<file path="src/hw/rtl/lcps_pkg.sv">
`timescale 1ns / 1ps

package lcps_pkg;

  // Configuration register indexes
  localparam int CFG_IDX_W = 1;
  localparam logic [CFG_IDX_W-1:0] CFG_ROUNDS_PER_FRAME = 1'd0;
  localparam logic [CFG_IDX_W-1:0] CFG_PATTERN_COUNT    = 1'd1;
  localparam int CFG_DATA_W = 8;

  // Built-in pattern table: three patterns of eight frames
  localparam int ROM_PATTERNS = 3;
  localparam int ROM_FRAMES   = 8;
  localparam int ROM_WORDS    = ROM_PATTERNS * ROM_FRAMES;
  localparam int WORD_W       = 32;
  localparam int MARKER_BIT   = 31;

  localparam logic [WORD_W-1:0] ROM_INIT [ROM_WORDS] = '{
    32'h05555555, 32'h02AAAAAA, 32'h80000000, 32'h80000000,
    32'h00000000, 32'h00000000, 32'h00000000, 32'h00000000,
    32'h00040201, 32'h0028140A, 32'h0150A854, 32'h028140A0,
    32'h04020100, 32'h028140A0, 32'h0150A854, 32'h0028140A,
    32'h00000010, 32'h00007410, 32'h07FD7410, 32'h80000000,
    32'h00000000, 32'h00000000, 32'h00000000, 32'h00000000
  };

  // Reset values of the registers
  localparam logic [7:0] ROUNDS_RESET = 8'd27;
  localparam logic [1:0] PATCNT_RESET = 2'd3;

  // Layer slots
  localparam logic [1:0] SLOT_BOTTOM = 2'd0;
  localparam logic [1:0] SLOT_MIDDLE = 2'd1;
  localparam logic [1:0] SLOT_TOP    = 2'd2;

  typedef enum logic [1:0] {
    ST_FILL,
    ST_PRIME,
    ST_RUN
  } scan_state_t;

  typedef struct packed {
    logic [7:0] column_bits;
    logic       column_nine;
    logic [1:0] layer_select;
    logic [1:0] pattern_shown;
    logic [2:0] frame_shown;
  } result_t;

  // Table word of pattern p, frame f; outside the table it reads as zero
  function automatic logic [WORD_W-1:0] rom_word(input int p, input int f);
    logic [WORD_W-1:0] w;
    w = '0;
    if (p < ROM_PATTERNS && f < ROM_FRAMES) begin
      w = ROM_INIT[p * ROM_FRAMES + f];
    end
    return w;
  endfunction

endpackage

</file>
<file path="src/hw/rtl/lcps_if.sv">
`timescale 1ns / 1ps

// Request channel carrying one layer slot (button sample)
interface lcps_in_if;
  logic valid;
  logic ready;
  logic button_level;

  modport source (output valid, output button_level, input ready);
  modport sink   (input valid, input button_level, output ready);
endinterface

// Result channel carrying the drive of one layer slot
interface lcps_out_if;
  logic       valid;
  logic       ready;
  logic [7:0] column_bits;
  logic       column_nine;
  logic [1:0] layer_select;
  logic [1:0] pattern_shown;
  logic [2:0] frame_shown;

  modport source (output valid, output column_bits, output column_nine,
                  output layer_select, output pattern_shown, output frame_shown,
                  input ready);
  modport sink   (input valid, input column_bits, input column_nine,
                  input layer_select, input pattern_shown, input frame_shown,
                  output ready);
endinterface

</file>
<file path="src/hw/rtl/lcps_ram.sv">
`timescale 1ns / 1ps

// Generic single-write, single-read RAM with registered read data
module lcps_ram #(
  parameter int WIDTH = 32,
  parameter int DEPTH = 8,
  parameter int AW    = (DEPTH > 1) ? $clog2(DEPTH) : 1
) (
  input  logic             clk,
  input  logic             we,
  input  logic [AW-1:0]    waddr,
  input  logic [WIDTH-1:0] wdata,
  input  logic [AW-1:0]    raddr,
  output logic [WIDTH-1:0] rdata
);

  logic [WIDTH-1:0] mem [DEPTH];
  logic [WIDTH-1:0] rdata_r;

  always_ff @(posedge clk) begin
    if (we) begin
      mem[waddr] <= wdata;
    end
    rdata_r <= mem[raddr];
  end

  assign rdata = rdata_r;

endmodule

</file>
<file path="src/hw/rtl/led_cube_pattern_scanner_top.sv">
`timescale 1ns / 1ps
// A result is registered on accept, into the skid stage if the output is stalled.
// Throughput: one request per cycle while the skid stage is empty; the frame-row
//   memory is read every cycle at the next frame index, so each slot finds its row
//   already in the read register. Reset: control state clears, then ST_FILL loads
//   the pattern rows and ST_PRIME primes the read; no request is taken until then.
module led_cube_pattern_scanner_top
  import lcps_pkg::*;
#(
  parameter int NUM_PATTERNS       = 3,
  parameter int FRAMES_PER_PATTERN = 8
) (
  input  logic                 clk,
  input  logic                 rst_n,
  lcps_in_if.sink              in_chan,
  lcps_out_if.source           out_chan,
  input  logic                 cfg_we,
  input  logic [CFG_IDX_W-1:0] cfg_index,
  input  logic [CFG_DATA_W-1:0] cfg_data
);

  // Only the patterns the 2-bit count can reach are stored per row
  localparam int PSTORE = (NUM_PATTERNS > 3) ? 3 : NUM_PATTERNS;
  localparam int ROW_W  = PSTORE * WORD_W;
  localparam int FW     = (FRAMES_PER_PATTERN > 1) ? $clog2(FRAMES_PER_PATTERN) : 1;

  // Configuration registers
  logic [7:0] rounds_per_frame_r;
  logic [1:0] pattern_count_r;

  always_ff @(posedge clk) begin
    if (!rst_n) begin
      rounds_per_frame_r <= ROUNDS_RESET;
      pattern_count_r    <= PATCNT_RESET;
    end else if (cfg_we) begin
      case (cfg_index)
        CFG_ROUNDS_PER_FRAME: rounds_per_frame_r <= cfg_data[7:0];
        CFG_PATTERN_COUNT:    pattern_count_r    <= cfg_data[1:0];
        default: ;
      endcase
    end
  end

  // Fill sequencer
  scan_state_t      state_r, state_nxt;
  logic [FW-1:0]    fill_idx_r, fill_idx_nxt;
  logic             ram_we;
  logic [ROW_W-1:0] fill_row;
  logic [ROW_W-1:0] row0_r;
  logic [ROW_W-1:0] rd_row;
  logic [FW-1:0]    frame_r, frame_nxt;

  always_ff @(posedge clk) begin
    if (!rst_n) begin
      state_r    <= ST_FILL;
      fill_idx_r <= '0;
    end else begin
      state_r    <= state_nxt;
      fill_idx_r <= fill_idx_nxt;
    end
  end

  always_comb begin
    state_nxt    = state_r;
    fill_idx_nxt = fill_idx_r;
    ram_we       = 1'b0;
    case (state_r)
      ST_FILL: begin
        ram_we = 1'b1;
        if (int'(fill_idx_r) == FRAMES_PER_PATTERN - 1) begin
          state_nxt = ST_PRIME;
        end else begin
          fill_idx_nxt = fill_idx_r + 1'b1;
        end
      end
      ST_PRIME: state_nxt = ST_RUN;
      ST_RUN:   state_nxt = ST_RUN;
      default:  state_nxt = ST_FILL;
    endcase
  end

  always_comb begin
    for (int k = 0; k < PSTORE; k++) begin
      fill_row[k*WORD_W +: WORD_W] = rom_word(k, int'(fill_idx_r));
    end
  end

  // Frame zero row kept at hand for the marker restart
  always_ff @(posedge clk) begin
    if (state_r == ST_FILL && fill_idx_r == '0) begin
      row0_r <= fill_row;
    end
  end

  // Read-only after the fill; read address tracks the next frame index
  lcps_ram #(
    .WIDTH (ROW_W),
    .DEPTH (FRAMES_PER_PATTERN),
    .AW    (FW)
  ) u_rows (
    .clk   (clk),
    .we    (ram_we),
    .waddr (fill_idx_r),
    .wdata (fill_row),
    .raddr (frame_nxt),
    .rdata (rd_row)
  );

  // Scan state
  logic [1:0] pattern_r, pattern_nxt;
  logic [1:0] slot_r, slot_nxt;
  logic [7:0] round_r, round_nxt;
  logic       latch_r, latch_nxt;

  // Output register plus skid stage
  result_t out_r, skid_r;
  logic    out_valid_r, skid_full_r;
  logic    accept, out_fire;
  result_t res;

  assign in_chan.ready = (state_r == ST_RUN) && !skid_full_r;
  assign accept        = in_chan.valid && in_chan.ready;
  assign out_fire      = out_valid_r && out_chan.ready;

  logic [1:0]        cnt_eff;
  logic [2:0]        pat_inc;
  logic [1:0]        pat_cur;
  logic [WORD_W-1:0] word_f, word_0, word;
  logic              marker;
  logic [FW-1:0]     frame_cur;
  logic [7:0]        round_cur;
  logic [7:0]        rounds_eff;
  logic [8:0]        round_inc;
  logic [FW:0]       frame_inc;
  logic [7:0]        lay;
  logic [FW+2:0]     frame_ext;

  always_comb begin
    // Effective pattern count: zero acts as one, clamp to the pattern number
    cnt_eff = pattern_count_r;
    if (cnt_eff == 2'd0) cnt_eff = 2'd1;
    if (int'(cnt_eff) > NUM_PATTERNS) cnt_eff = 2'(NUM_PATTERNS);

    // Button rising edge steps the pattern
    pat_inc = {1'b0, pattern_r} + 3'd1;
    pat_cur = pattern_r;
    if (in_chan.button_level && !latch_r) begin
      pat_cur = (pat_inc >= {1'b0, cnt_eff}) ? 2'd0 : pat_inc[1:0];
    end

    // Pick the pattern word from the rows
    word_f = '0;
    word_0 = '0;
    for (int k = 0; k < PSTORE; k++) begin
      if (int'(pat_cur) == k) begin
        word_f = rd_row[k*WORD_W +: WORD_W];
        word_0 = row0_r[k*WORD_W +: WORD_W];
      end
    end

    // Marker word restarts at frame zero in the same slot
    marker    = word_f[MARKER_BIT] && (frame_r != '0);
    word      = marker ? word_0 : word_f;
    frame_cur = marker ? '0 : frame_r;
    round_cur = marker ? 8'd0 : round_r;

    case (slot_r)
      SLOT_BOTTOM: begin
        res.column_nine = word[0];
        lay             = word[8:1];
      end
      SLOT_MIDDLE: begin
        res.column_nine = word[9];
        lay             = word[17:10];
      end
      default: begin
        res.column_nine = word[18];
        lay             = word[26:19];
      end
    endcase
    res.column_bits   = {lay[7:4], lay[2], lay[3], lay[1:0]};
    res.layer_select  = slot_r;
    res.pattern_shown = pat_cur;
    frame_ext         = {3'b000, frame_cur};
    res.frame_shown   = frame_ext[2:0];

    // Slot, round and frame advance
    rounds_eff = (rounds_per_frame_r == 8'd0) ? 8'd1 : rounds_per_frame_r;
    round_inc  = {1'b0, round_cur} + 9'd1;
    frame_inc  = {1'b0, frame_cur} + 1'b1;

    pattern_nxt = pattern_r;
    latch_nxt   = latch_r;
    slot_nxt    = slot_r;
    round_nxt   = round_r;
    frame_nxt   = frame_r;
    if (accept) begin
      pattern_nxt = pat_cur;
      latch_nxt   = in_chan.button_level;
      frame_nxt   = frame_cur;
      round_nxt   = round_cur;
      if (slot_r == SLOT_TOP) begin
        slot_nxt = SLOT_BOTTOM;
        if (round_inc >= {1'b0, rounds_eff}) begin
          round_nxt = 8'd0;
          frame_nxt = (int'(frame_inc) >= FRAMES_PER_PATTERN) ? '0 : frame_inc[FW-1:0];
        end else begin
          round_nxt = round_inc[7:0];
        end
      end else begin
        slot_nxt = slot_r + 2'd1;
      end
    end
  end

  always_ff @(posedge clk) begin
    if (!rst_n) begin
      pattern_r <= '0;
      latch_r   <= 1'b0;
      slot_r    <= SLOT_BOTTOM;
      round_r   <= '0;
      frame_r   <= '0;
    end else begin
      pattern_r <= pattern_nxt;
      latch_r   <= latch_nxt;
      slot_r    <= slot_nxt;
      round_r   <= round_nxt;
      frame_r   <= frame_nxt;
    end
  end

  // Result buffering: new result goes to the output unless it is stalled
  always_ff @(posedge clk) begin
    if (!rst_n) begin
      out_valid_r <= 1'b0;
      skid_full_r <= 1'b0;
    end else if (skid_full_r) begin
      if (out_fire) begin
        skid_full_r <= 1'b0;
      end
    end else if (accept) begin
      if (out_valid_r && !out_fire) begin
        skid_full_r <= 1'b1;
      end else begin
        out_valid_r <= 1'b1;
      end
    end else if (out_fire) begin
      out_valid_r <= 1'b0;
    end
  end

  always_ff @(posedge clk) begin
    if (skid_full_r) begin
      if (out_fire) begin
        out_r <= skid_r;
      end
    end else if (accept) begin
      if (out_valid_r && !out_fire) begin
        skid_r <= res;
      end else begin
        out_r <= res;
      end
    end
  end

  assign out_chan.valid         = out_valid_r;
  assign out_chan.column_bits   = out_r.column_bits;
  assign out_chan.column_nine   = out_r.column_nine;
  assign out_chan.layer_select  = out_r.layer_select;
  assign out_chan.pattern_shown = out_r.pattern_shown;
  assign out_chan.frame_shown   = out_r.frame_shown;

endmodule

</file>
<file path="src/flat_wrapper.sv">
// flat-port wrapper written by rule: the top's interface ports become plain ports
module led_cube_pattern_scanner_top_flat import lcps_pkg::*;
#(
  parameter int NUM_PATTERNS       = 3,
  parameter int FRAMES_PER_PATTERN = 8
)
  (clk, rst_n, cfg_we, cfg_index, cfg_data, in_chan_valid, in_chan_button_level, in_chan_ready, out_chan_valid, out_chan_column_bits, out_chan_column_nine, out_chan_layer_select, out_chan_pattern_shown, out_chan_frame_shown, out_chan_ready);
  lcps_in_if in_chan_i ();
  lcps_out_if out_chan_i ();
  input  logic clk;
  input  logic rst_n;
  input  logic cfg_we;
  input  logic [CFG_IDX_W-1:0] cfg_index;
  input  logic [CFG_DATA_W-1:0] cfg_data;
  input wire logic [$bits(in_chan_i.valid)-1:0] in_chan_valid;
  input wire logic [$bits(in_chan_i.button_level)-1:0] in_chan_button_level;
  output wire logic [$bits(in_chan_i.ready)-1:0] in_chan_ready;
  output wire logic [$bits(out_chan_i.valid)-1:0] out_chan_valid;
  output wire logic [$bits(out_chan_i.column_bits)-1:0] out_chan_column_bits;
  output wire logic [$bits(out_chan_i.column_nine)-1:0] out_chan_column_nine;
  output wire logic [$bits(out_chan_i.layer_select)-1:0] out_chan_layer_select;
  output wire logic [$bits(out_chan_i.pattern_shown)-1:0] out_chan_pattern_shown;
  output wire logic [$bits(out_chan_i.frame_shown)-1:0] out_chan_frame_shown;
  input wire logic [$bits(out_chan_i.ready)-1:0] out_chan_ready;
  assign in_chan_i.valid = in_chan_valid;
  assign in_chan_i.button_level = in_chan_button_level;
  assign in_chan_ready = in_chan_i.ready;
  assign out_chan_valid = out_chan_i.valid;
  assign out_chan_column_bits = out_chan_i.column_bits;
  assign out_chan_column_nine = out_chan_i.column_nine;
  assign out_chan_layer_select = out_chan_i.layer_select;
  assign out_chan_pattern_shown = out_chan_i.pattern_shown;
  assign out_chan_frame_shown = out_chan_i.frame_shown;
  assign out_chan_i.ready = out_chan_ready;
  led_cube_pattern_scanner_top #(.NUM_PATTERNS(NUM_PATTERNS), .FRAMES_PER_PATTERN(FRAMES_PER_PATTERN)) u_core (.clk(clk), .rst_n(rst_n), .in_chan(in_chan_i), .out_chan(out_chan_i), .cfg_we(cfg_we), .cfg_index(cfg_index), .cfg_data(cfg_data));
endmodule
</file>
<file path="config.mk">
export PLATFORM = sky130hd
export DESIGN_NAME = led_cube_pattern_scanner_top_flat
export DESIGN_NICKNAME = d
export VERILOG_FILES = /design/src/hw/rtl/lcps_pkg.sv /design/src/hw/rtl/lcps_if.sv /design/src/hw/rtl/lcps_ram.sv /design/src/hw/rtl/led_cube_pattern_scanner_top.sv /design/src/flat_wrapper.sv
export SDC_FILE = /design/constraint.sdc
export NUM_CORES = 1
export LEC_CHECK = 0
export BUFFER_PORTS_ARGS = -buffer_cell sky130_fd_sc_hd__buf_2
export CORE_UTILIZATION = 50
export CTS_CLUSTER_DIAMETER = 40
export DETAILED_ROUTE_END_ITERATION = 7
export PLACE_DENSITY = 0.7
export RECOVER_POWER = 50
export SLEW_MARGIN = 10
export SYNTH_ARGS = -nofsm -noshare
export SYNTH_HDL_FRONTEND = slang
export SYNTH_HIERARCHICAL = 1
export SYNTH_SLANG_ARGS = --single-unit
</file>
<file path="constraint.sdc">
create_clock -name clk -period 8.2 [get_ports clk]
set_clock_uncertainty 0.1 [all_clocks]
set_input_delay 0 -clock clk [delete_from_list [all_inputs] [get_ports clk]]
set_output_delay 0 -clock clk [all_outputs]
set_load 0.01 [all_outputs]
</file>
# Word level (Yosys, flattened, before mapping)
# Memories as Yosys holds them, arrays and structs flattened. A register that Yosys moved wholly into a read port is not among the register bits.
# Cells that the tools add are included.
[totals]
register_bits = 156
memories = 4
in_bits = 15
ram_bits = 768
mem_bits_ro = 3072
[classes]
n_reduce_logical = 26
muxes = 44
addsub = 7
n_lt_le_gt_ge = 6
bitwise_logic = 6
eq_ne = 11
[memory_table]
columns = ["name", "words", "word_bits", "rd", "rd_ports_with_merged_regs", "wr", "line_no", "rtl"]
rows = [
  ["(name not given)", 32, 32, 1, 0, 0, "lcps_pkg.sv:55", "w = ROM_INIT[p * ROM_FRAMES + f];"],
  ["(name not given)", 32, 32, 1, 0, 0, "lcps_pkg.sv:55", ""],
  ["(name not given)", 32, 32, 1, 0, 0, "lcps_pkg.sv:55", ""],
  ["u_core.u_rows.mem", 8, 96, 1, 1, 1, "lcps_ram.sv:17", "logic [WIDTH-1:0] mem [DEPTH];"],
]
[op_table]
columns = ["op", "count"]
rows = [
  ["$mux W32", 9],
  ["$mux W27", 4],
  ["$ge A32 B6 Y1 const B", 3],
  ["$mux W16", 4],
  ["$not A32 Y32", 2],
  ["$mux W8", 4],
  ["$not A3 Y32", 1],
  ["$pmux W8 S2", 1],
  ["$mux W3", 5],
  ["$mux W1", 10],
  ["$mux W2", 5],
  ["$add A8 B1 Y9 const B", 1],
  ["$ge A9 B8 Y1", 1],
  ["$reduce_and A3 Y1", 3],
  ["$eq A2 B2 Y1 const B", 4],
  ["$logic_not A2 Y1", 4],
  ["$logic_not A8 Y1", 1],
  ["$logic_and A1 B1 Y1", 7],
  ["$add A5 B3 Y6 const A", 1],
  ["$reduce_and A2 Y1", 3],
  ["$add A4 B3 Y5 const A", 1],
  ["$add A3 B1 Y4 const B", 1],
  ["$eq A2 B1 Y1 const B", 2],
  ["$ge A4 B4 Y1 const B", 1],
  ["other kinds (15)", 22],
]

# Depth between registers and ports, before layout
# Gate-level depths: netlist (run 1).
[depth]
depth_word = 17
depth_mapped = 23
mapped_depth_nobuf = 17

# Hierarchy
# The synthesis (run 1) kept the hierarchy.
[modules_own_cells]
columns = ["module", "instances", "area_per_inst_um2", "cells_each", "seq_area_each_um2"]
rows = [
  ["lcps_ram", 1, 30805.8, 1219, 24984.0],
  ["led_cube_pattern_scanner_top", 1, 5002.3, 558, 1891.8],
]

# Least setup slack after synthesis (run 1)
# OpenSTA, ideal clock, no wires.
[synth_timing]
kind = "register to register"
start = "reg u_core.state_r[0]"
end = "mem u_core/u_rows/mem[0][0] in the netlist's numbering, enable pin"
stages_incl_launch_ff = 5
n_path_buf = 0
setup_slack_ps = 268
arrival_time_ps = 7164
synth_period_minus_slack_ps = 7932
path_cell_list = "dfxtp_1 -> inv_1 -> ha_1 -> nand2b_1 -> nor3_1"
[synth_via]
elab_chain_cells = 4
[synth_rtl]
columns = ["item", "line_no", "rtl"]
rows = [
  ["start, declared", "led_cube_pattern_scanner_top.sv:45", "scan_state_t state_r, state_nxt;"],
  ["start signal, assigned", "led_cube_pattern_scanner_top.sv:58", "state_r <= state_nxt;"],
  ["$logic_not A2 Y1", "led_cube_pattern_scanner_top.sv:67", "case (state_r)"],
  ["$mux W1", "led_cube_pattern_scanner_top.sv:67", ""],
  ["via u_core.ram_we", "led_cube_pattern_scanner_top.sv:47", "logic ram_we;"],
  ["$mux W1", "lcps_ram.sv:21", "if (we) begin"],
  ["$mux W1 (implied by the code)", "lcps_ram.sv:22", "mem[waddr] <= wdata;"],
  ["end, declared", "lcps_ram.sv:17", ""],
]
# The timed path passes the listed nets, and every way through them passes these cells.

# Final worst setup path (run 1)
[layout_timing]
start = "reg u_core.pattern_r[0]"
end = "reg u_core.u_rows.rdata_r[89], in the netlist u_core/u_rows/rdata[89] (read register of u_core.u_rows.mem)"
[layout_via]
elab_chain_cells = 16
elab_cells_between_ends = 21
[layout_rtl]
columns = ["item", "line_no", "rtl"]
rows = [
  ["start, declared", "led_cube_pattern_scanner_top.sv:110", "logic [1:0] pattern_r, pattern_nxt;"],
  ["start signal, assigned", "led_cube_pattern_scanner_top.sv:224", "pattern_r <= pattern_nxt;"],
  ["$add A2 B1 Y3", "led_cube_pattern_scanner_top.sv:145", "pat_inc = {1'b0, pattern_r} + 3'd1;"],
  ["$ge A3 B2 Y1", "led_cube_pattern_scanner_top.sv:148", "pat_cur = (pat_inc >= {1'b0, cnt_eff}) ? 2'd0 : pat_inc[1:0];"],
  ["$mux W2", "led_cube_pattern_scanner_top.sv:148", ""],
  ["$mux W2 *", "led_cube_pattern_scanner_top.sv:147", "if (in_chan.button_level && !latch_r) begin"],
  ["$logic_not A2 Y1", "led_cube_pattern_scanner_top.sv:155", "if (int'(pat_cur) == k) begin"],
  ["$mux W32 (2 in series)", "led_cube_pattern_scanner_top.sv:155", ""],
  ["$mux W32 *", "led_cube_pattern_scanner_top.sv:155", ""],
  ["$logic_and A1 B1 Y1 *", "led_cube_pattern_scanner_top.sv:162", "marker = word_f[MARKER_BIT] && (frame_r != '0);"],
  ["branches (longest 5 deep; another with $add A8 B1 Y9)", "-", ""],
  ["$mux W3 *", "led_cube_pattern_scanner_top.sv:202", "if (slot_r == SLOT_TOP) begin"],
  ["$mux W3 *", "led_cube_pattern_scanner_top.sv:197", "if (accept) begin"],
  ["via u_core.frame_nxt[2]", "led_cube_pattern_scanner_top.sv:51", "logic [FW-1:0] frame_r, frame_nxt;"],
  ["end, declared", "lcps_ram.sv:18", "logic [WIDTH-1:0] rdata_r;"],
]
# Mark *: on every way through the listed nets, which the timed path passes.
# A chain may end at the register's enable or synchronous reset.

==> flow_metrics.env, run 1 <==
export IMPL_status="complete, but fails checks"
export IMPL_violations="max-capacitance violations, max-slew violations"
export IMPL_switchingPower_mw=2.33
export IMPL_drt_iter0_drc=1352
export IMPL_gp_congestion=0.903
export IMPL_crit_type="reg -> reg"
export IMPL_pwr_share_clk_pct=43.3
export IMPL_start_util_pct=50.7
export IMPL_setup_viol=0
export IMPL_track_usage_pct=20.7
export IMPL_arrival_ns=7.07
export IMPL_critPathMaxFanout=78
export IMPL_drv_slew=535
export IMPL_worst_slack_ns=1.56
export IMPL_total_power_mw=10.3
export IMPL_rsz0062_at_grt="false"
export IMPL_antenna_found_initial=0
export IMPL_vias_per_cell=5.70
export IMPL_cts_hold_buf=36
export IMPL_syn_area_sq_um=32000
export IMPL_clock_path_buffers=3
export IMPL_synth_yosys_warnings=6
export IMPL_ant_nets=0
export IMPL_grt_first_pass_wirelength_um=99900
export IMPL_min_path_type="in -> reg"
export IMPL_cts_root_buf="clkbuf_16"
export IMPL_dpl_hpwl_um=34100
export IMPL_ir_drop_mv=0.170
export IMPL_pwr_share_seq_pct=50.2
export IMPL_fin_tns_setup_ns=0
export IMPL_fmax_mhz=151
export IMPL_p_sw_share_pct=22.6
export IMPL_fin_crit_ns=6.64
export IMPL_final_nets=1884
export IMPL_die_y_um=255
export IMPL_cts_resized=0
export IMPL_hold_ws_ns=0.146
export IMPL_die_area_sq_um=65000
export IMPL_grt_pass1_vias=16500
export IMPL_relSlewSlack_pct=-156
export IMPL_p_int_mw=7.98
export IMPL_drive_above_1_share_pct=25.1
export IMPL_syn_area_per_cell_sq_um=19.6
export IMPL_finalHoldViolCount=0
export IMPL_routedWlPerCell_um=23.5
export IMPL_rows=92
export IMPL_path_clk_slew_ns=0.06
export IMPL_drcViolationCount=0
export IMPL_cts_setup_buffers=0
export IMPL_end_kind="flop"
export IMPL_combPwrFrac_pct=6.5
export IMPL_drv_cap=10
export IMPL_num_vias=15900
export IMPL_tightest_slew_ns=3.84
export IMPL_io_pins=33
export IMPL_fp_coreArea_sq_um=63200
export IMPL_critPathRequiredTime_ns=8.64
export IMPL_overflow=0
export IMPL_drtPass1Iterations=5
export IMPL_cp_start_kind="flop"
export IMPL_leakage_nw=12.3
export IMPL_post_place_ws_ns=1.56
export IMPL_syn_instance_count=1633
export IMPL_worstSkewPairLatency_ns=0.65
export IMPL_totalWireLength_um=65400
export IMPL_syn_to_final_growth_pct=16.2
export IMPL_port_buffers=32
export IMPL_cts_sinks=830
export IMPL_p_per_area_nw_per_um2=277
export IMPL_finalCritPeriodShare_pct=80.9
export IMPL_die_w_um=255
export IMPL_htreeDepth=3
export IMPL_n_antenna_cell=0
export IMPL_cts_tree="built"
export IMPL_grt_max_degree=138
export IMPL_cts_buffers=98
-- final cells by class --
| class | count | area, sq um |
|---|---|---|
| clock buffer | 114 | 2590 |
| clock inverter | 72 | 868 |
| fill | 4438 | 26000 |
| inverter | 26 | 101 |
| multi-input combinational | 787 | 8050 |
| sequential | 830 | 23800 |
| tap | 846 | 1060 |
| timing repair buffer | 105 | 776 |
-- layout by cell type, fill, tap and decap left out, types with 8 or more instances in the layout --
master,n
and2_1,11
nand2_1,60
mux2i_1,12
a21oi_1,34
edfxtp_1,713
nor2b_1,9
o21ai_0,36
inv_1,24
dfxtp_1,117
clkinv_4,11
nor2_1,40
mux2_2,96
o211ai_1,15
clkbuf_8,8
inv_6,13
clkinv_1,8
clkinvlp_4,11
clkinv_2,8
clkbuf_1,40
ha_1,20
buf_4,20
bufinv_16,11
nand2b_1,10
nand3_1,26
dlygate4sd3_1,36
clkbuf_16,98
conb_1,104
o2111ai_1,8
buf_2,13
mux4_2,169
-- through the flow --
stage | utilization [%] | instances | area (sq um)
after floorplan | - | 1736 | 32400
after global placement | 53.0 | 2557 | 33500
after detailed placement | 53.0 | 2557 | 33500
after CTS | 59.1 | 2779 | 37300
after global routing | 58.9 | 2780 | 37200
final | 58.9 | 2780 | 37200
-- state kept, by name (all words and copies together), names as in the netlist --
name                           cells
u_core/state_r                     2
u_core/pattern_count_r             2
u_core/out_chan.pattern_shown      2
u_core/out_chan.frame_shown        3
u_core/skid_r                     16
u_core/fill_idx_r                  3
u_core/u_rows/mem                672
u_core/slot_r                      2
u_core/pattern_r                   2
u_core/latch_r                     1
u_core/out_chan.layer_select       2
u_core/u_rows/rdata               84
u_core/out_chan.column_nine        1
u_core/frame_r                     3
u_core/row0_r                      9
u_core/out_chan.column_bits        8
u_core/out_chan.valid              1
u_core/round_r                     8
u_core/rounds_per_frame_r          8
u_core/skid_full_r                 1
-- power groups by stage --
stage	registers [mW]	clock network, mW	logic [mW]
after floorplan	5.22	0	0.441
after global placement	5.23	0	0.650
after detailed placement	5.25	0	0.670
after CTS	5.16	4.54	0.687
after global routing	5.20	4.72	0.727
final	5.18	4.47	0.672
-- critical path, cell delays in order (launching register included) --
cell       delay (ns)
dfxtp_1          0.49
fa_1             0.61
nor2b_1          0.49
a221oi_1         0.19
o221a_2          0.36
nor2_2           0.11
buf_4            0.31
nor2_1           0.12
ha_1             0.30
a21o_1           0.18
a2111oi_0        0.34
o21ai_0          0.21
and2_1           0.26
o21ai_0          0.32
o21ai_0          0.25
a31oi_4          0.64
buf_12           0.48
mux4_2           0.39
mux2_2           0.31
-- final timing paths --
| path | start | end | slack (ns) | cells past startpoint |
|---|---|---|---|---|
| min reg2reg | u_core/state_r[0] | u_core/state_r[0] | 0.41 | 1 |
| min | cfg_index | u_core/pattern_count_r[0] | 0.15 | 4 |
| max reg2reg | u_core/pattern_r[0] | u_core/u_rows/rdata[89] | 1.56 | 18 |
| max | u_core/pattern_r[0] | u_core/u_rows/rdata[89] | 1.56 | 18 |
-- metal layers --
metal / global-route usage, % / part of all wire, % / up-vias
met5: 0 / 0 / -
met4: 7.92 / 2.7 / 0
met3: 3.23 / 5.3 / 111
met2: 34.5 / 50 / 518
met1: 27.6 / 42 / 8240
li1: - / - / 6985
Power figures use the tool's default switching activity.
==> run 2, diff against run 1 <==
==> constraint.sdc (replaced) <==
create_clock -name clk -period 5.35 [get_ports clk]
set_clock_uncertainty 0.1 [all_clocks]
set_input_delay 0 -clock clk [delete_from_list [all_inputs] [get_ports clk]]
set_output_delay 0 -clock clk [all_outputs]
set_load 0.01 [all_outputs]
==> run 2 against run 1 <==
Against the previous run:
- the flow still finishes with violations (max-capacitance violations, max-slew violations)
- flip-flop and latch count is the same
- die area unchanged
- register-to-register slack lost 1.3 ns
- setup slack worse by 1.3 ns
- combinational power is 56% higher
- non-clock buffer count grew 43
- sequential share of layout area is 1.2 points lower
==> flow_metrics.env, run 2 (same netlist as run 1, synthesis figures left out) <==
export IMPL_status="complete, but fails checks"
export IMPL_violations="max-capacitance violations, max-slew violations"
export IMPL_drt_iter0_drc=1547
export IMPL_tightest_slew_ns=3.01
export IMPL_io_pins=33
export IMPL_ir_drop_mv=0.300
export IMPL_setup_viol=0
export IMPL_cts_root_buf="clkbuf_16"
export IMPL_critPathRequiredTime_ns=5.78
export IMPL_die_y_um=255
export IMPL_die_w_um=255
export IMPL_die_area_sq_um=65000
export IMPL_path_clk_slew_ns=0.06
export IMPL_n_antenna_cell=0
export IMPL_track_usage_pct=21.1
export IMPL_drv_cap=13
export IMPL_top_register="u_core/u_rows/mem"
export IMPL_final_nets=1929
export IMPL_vias_per_cell=5.71
export IMPL_gp_congestion=0.904
export IMPL_fp_coreArea_sq_um=63200
export IMPL_htreeDepth=3
export IMPL_overflow=0
export IMPL_start_util_pct=50.7
export IMPL_final_cell_mix="edfxtp_1 (713), mux4_2 (169), dfxtp_1 (116), conb_1 (104), clkbuf_16 (103)"
export IMPL_arrival_ns=5.53
export IMPL_antenna_found_initial=0
export IMPL_fin_crit_ns=5.10
export IMPL_clock_path_buffers=3
export IMPL_finalCoreUtilization_pct=60.0
export IMPL_r2r_slack_ns=0.25
export IMPL_cts_sinks=830
export IMPL_grt_max_degree=106
export IMPL_crit_type="reg -> reg"
export IMPL_drtPass1Iterations=5
export IMPL_grt_first_pass_wirelength_um=101000
export IMPL_min_path_type="in -> reg"
export IMPL_final_cells=2823
export IMPL_cp_start_kind="flop"
export IMPL_hold_ws_ns=0.177
export IMPL_rows=92
export IMPL_routedWlPerCell_um=24.0
export IMPL_drv_slew=604
export IMPL_ant_nets=0
export IMPL_worstSkewPairLatency_ns=0.65
export IMPL_dpl_hpwl_um=35700
export IMPL_critPathMaxFanout=18
export IMPL_grt_pass1_vias=16700
export IMPL_syn_to_final_growth_pct=18.4
export IMPL_finalCritPeriodShare_pct=95.4
export IMPL_final_common_cell="edfxtp_1"
export IMPL_num_vias=16100
export IMPL_leakage_nw=12.7
export IMPL_drive_above_1_share_pct=27.5
export IMPL_largest_reg_flops=672
export IMPL_cts_buffers=100
export IMPL_total_power_mw=16.0
export IMPL_end_kind="flop"
export IMPL_fmax_mhz=196
export IMPL_relSlewSlack_pct=-100
export IMPL_fill_cells=4414
export IMPL_finalHoldViolCount=0
export IMPL_drcViolationCount=0
export IMPL_cts_tree="built"
export IMPL_port_buffers=32
export IMPL_dp_cells=2584
export IMPL_p_per_area_nw_per_um2=422
export IMPL_totalWireLength_um=67600
-- run 2: metal layers --
layer | global-route usage, % | vias up | routed length [um]
li1 | - | 7074 | -
met1 | 28.0 | 8346 | 28300
met2 | 34.9 | 544 | 33400
met3 | 3.65 | 156 | 3760
met4 | 8.08 | 0 | 2180
met5 | 0 | - | 0
-- run 2: what timing repair did --
item                                   in CTS  in global routing
buffers inserted                            0                 15
endpoints found under the hold margin      39                  0
hold buffers                               37                  0
resized for setup                           0                 13
setup endpoints to repair                   0                 84
-- run 2: layout make-up --
class	count	area, sq um	area share (%)
inverters	26	101	0.267
clock buffers	122	2710	7.14
clock inverters	64	821	2.17
repair buffers	148	1390	3.65
multi-input cells	787	8070	21.3
flip-flops and latches	830	23800	62.7
well taps	846	1060	2.79
-- run 2: report_power, final --
part	switching, mW	leakage (nW)	internal [mW]
clock	2.68	1.70	4.33
sequential	0.182	7.61	7.75
combinational	0.660	3.41	0.393
-- run 2: final timing paths --
path	start	depth (start not counted)	to
max reg2reg	u_core/pattern_r[0]	19	u_core/u_rows/rdata[6]
min reg2reg	u_core/state_r[0]	1	u_core/state_r[0]
min	cfg_index	4	u_core/pattern_count_r[1]
max	u_core/pattern_r[0]	19	u_core/u_rows/rdata[6]
-- run 2: worst max-delay path, stage by stage (launching register included) --
cell	delay, ns
dfxtp_1	0.33
buf_4	0.17
ha_1	0.34
inv_1	0.13
a221oi_2	0.34
o221a_2	0.27
nor2_4	0.05
nor2_2	0.16
ha_1	0.25
a21o_1	0.19
a2111oi_2	0.34
o21ai_1	0.16
and2_2	0.25
o21ai_0	0.27
o21ai_0	0.23
a31oi_4	0.28
buf_12	0.27
buf_12	0.20
mux4_2	0.32
mux2_2	0.29
-- run 2: per-stage QoR --
step | setup TNS, ns | area, sq um | worst slack, ns
floorplan | 0 | 32400 | 0.00463
global placement | 0 | 34000 | 0.213
detailed placement | 0 | 34000 | 0.0703
CTS | 0 | 37900 | 0.0469
global route | -1.01 | 37900 | -0.0487
finish | 0 | 37900 | 0.248
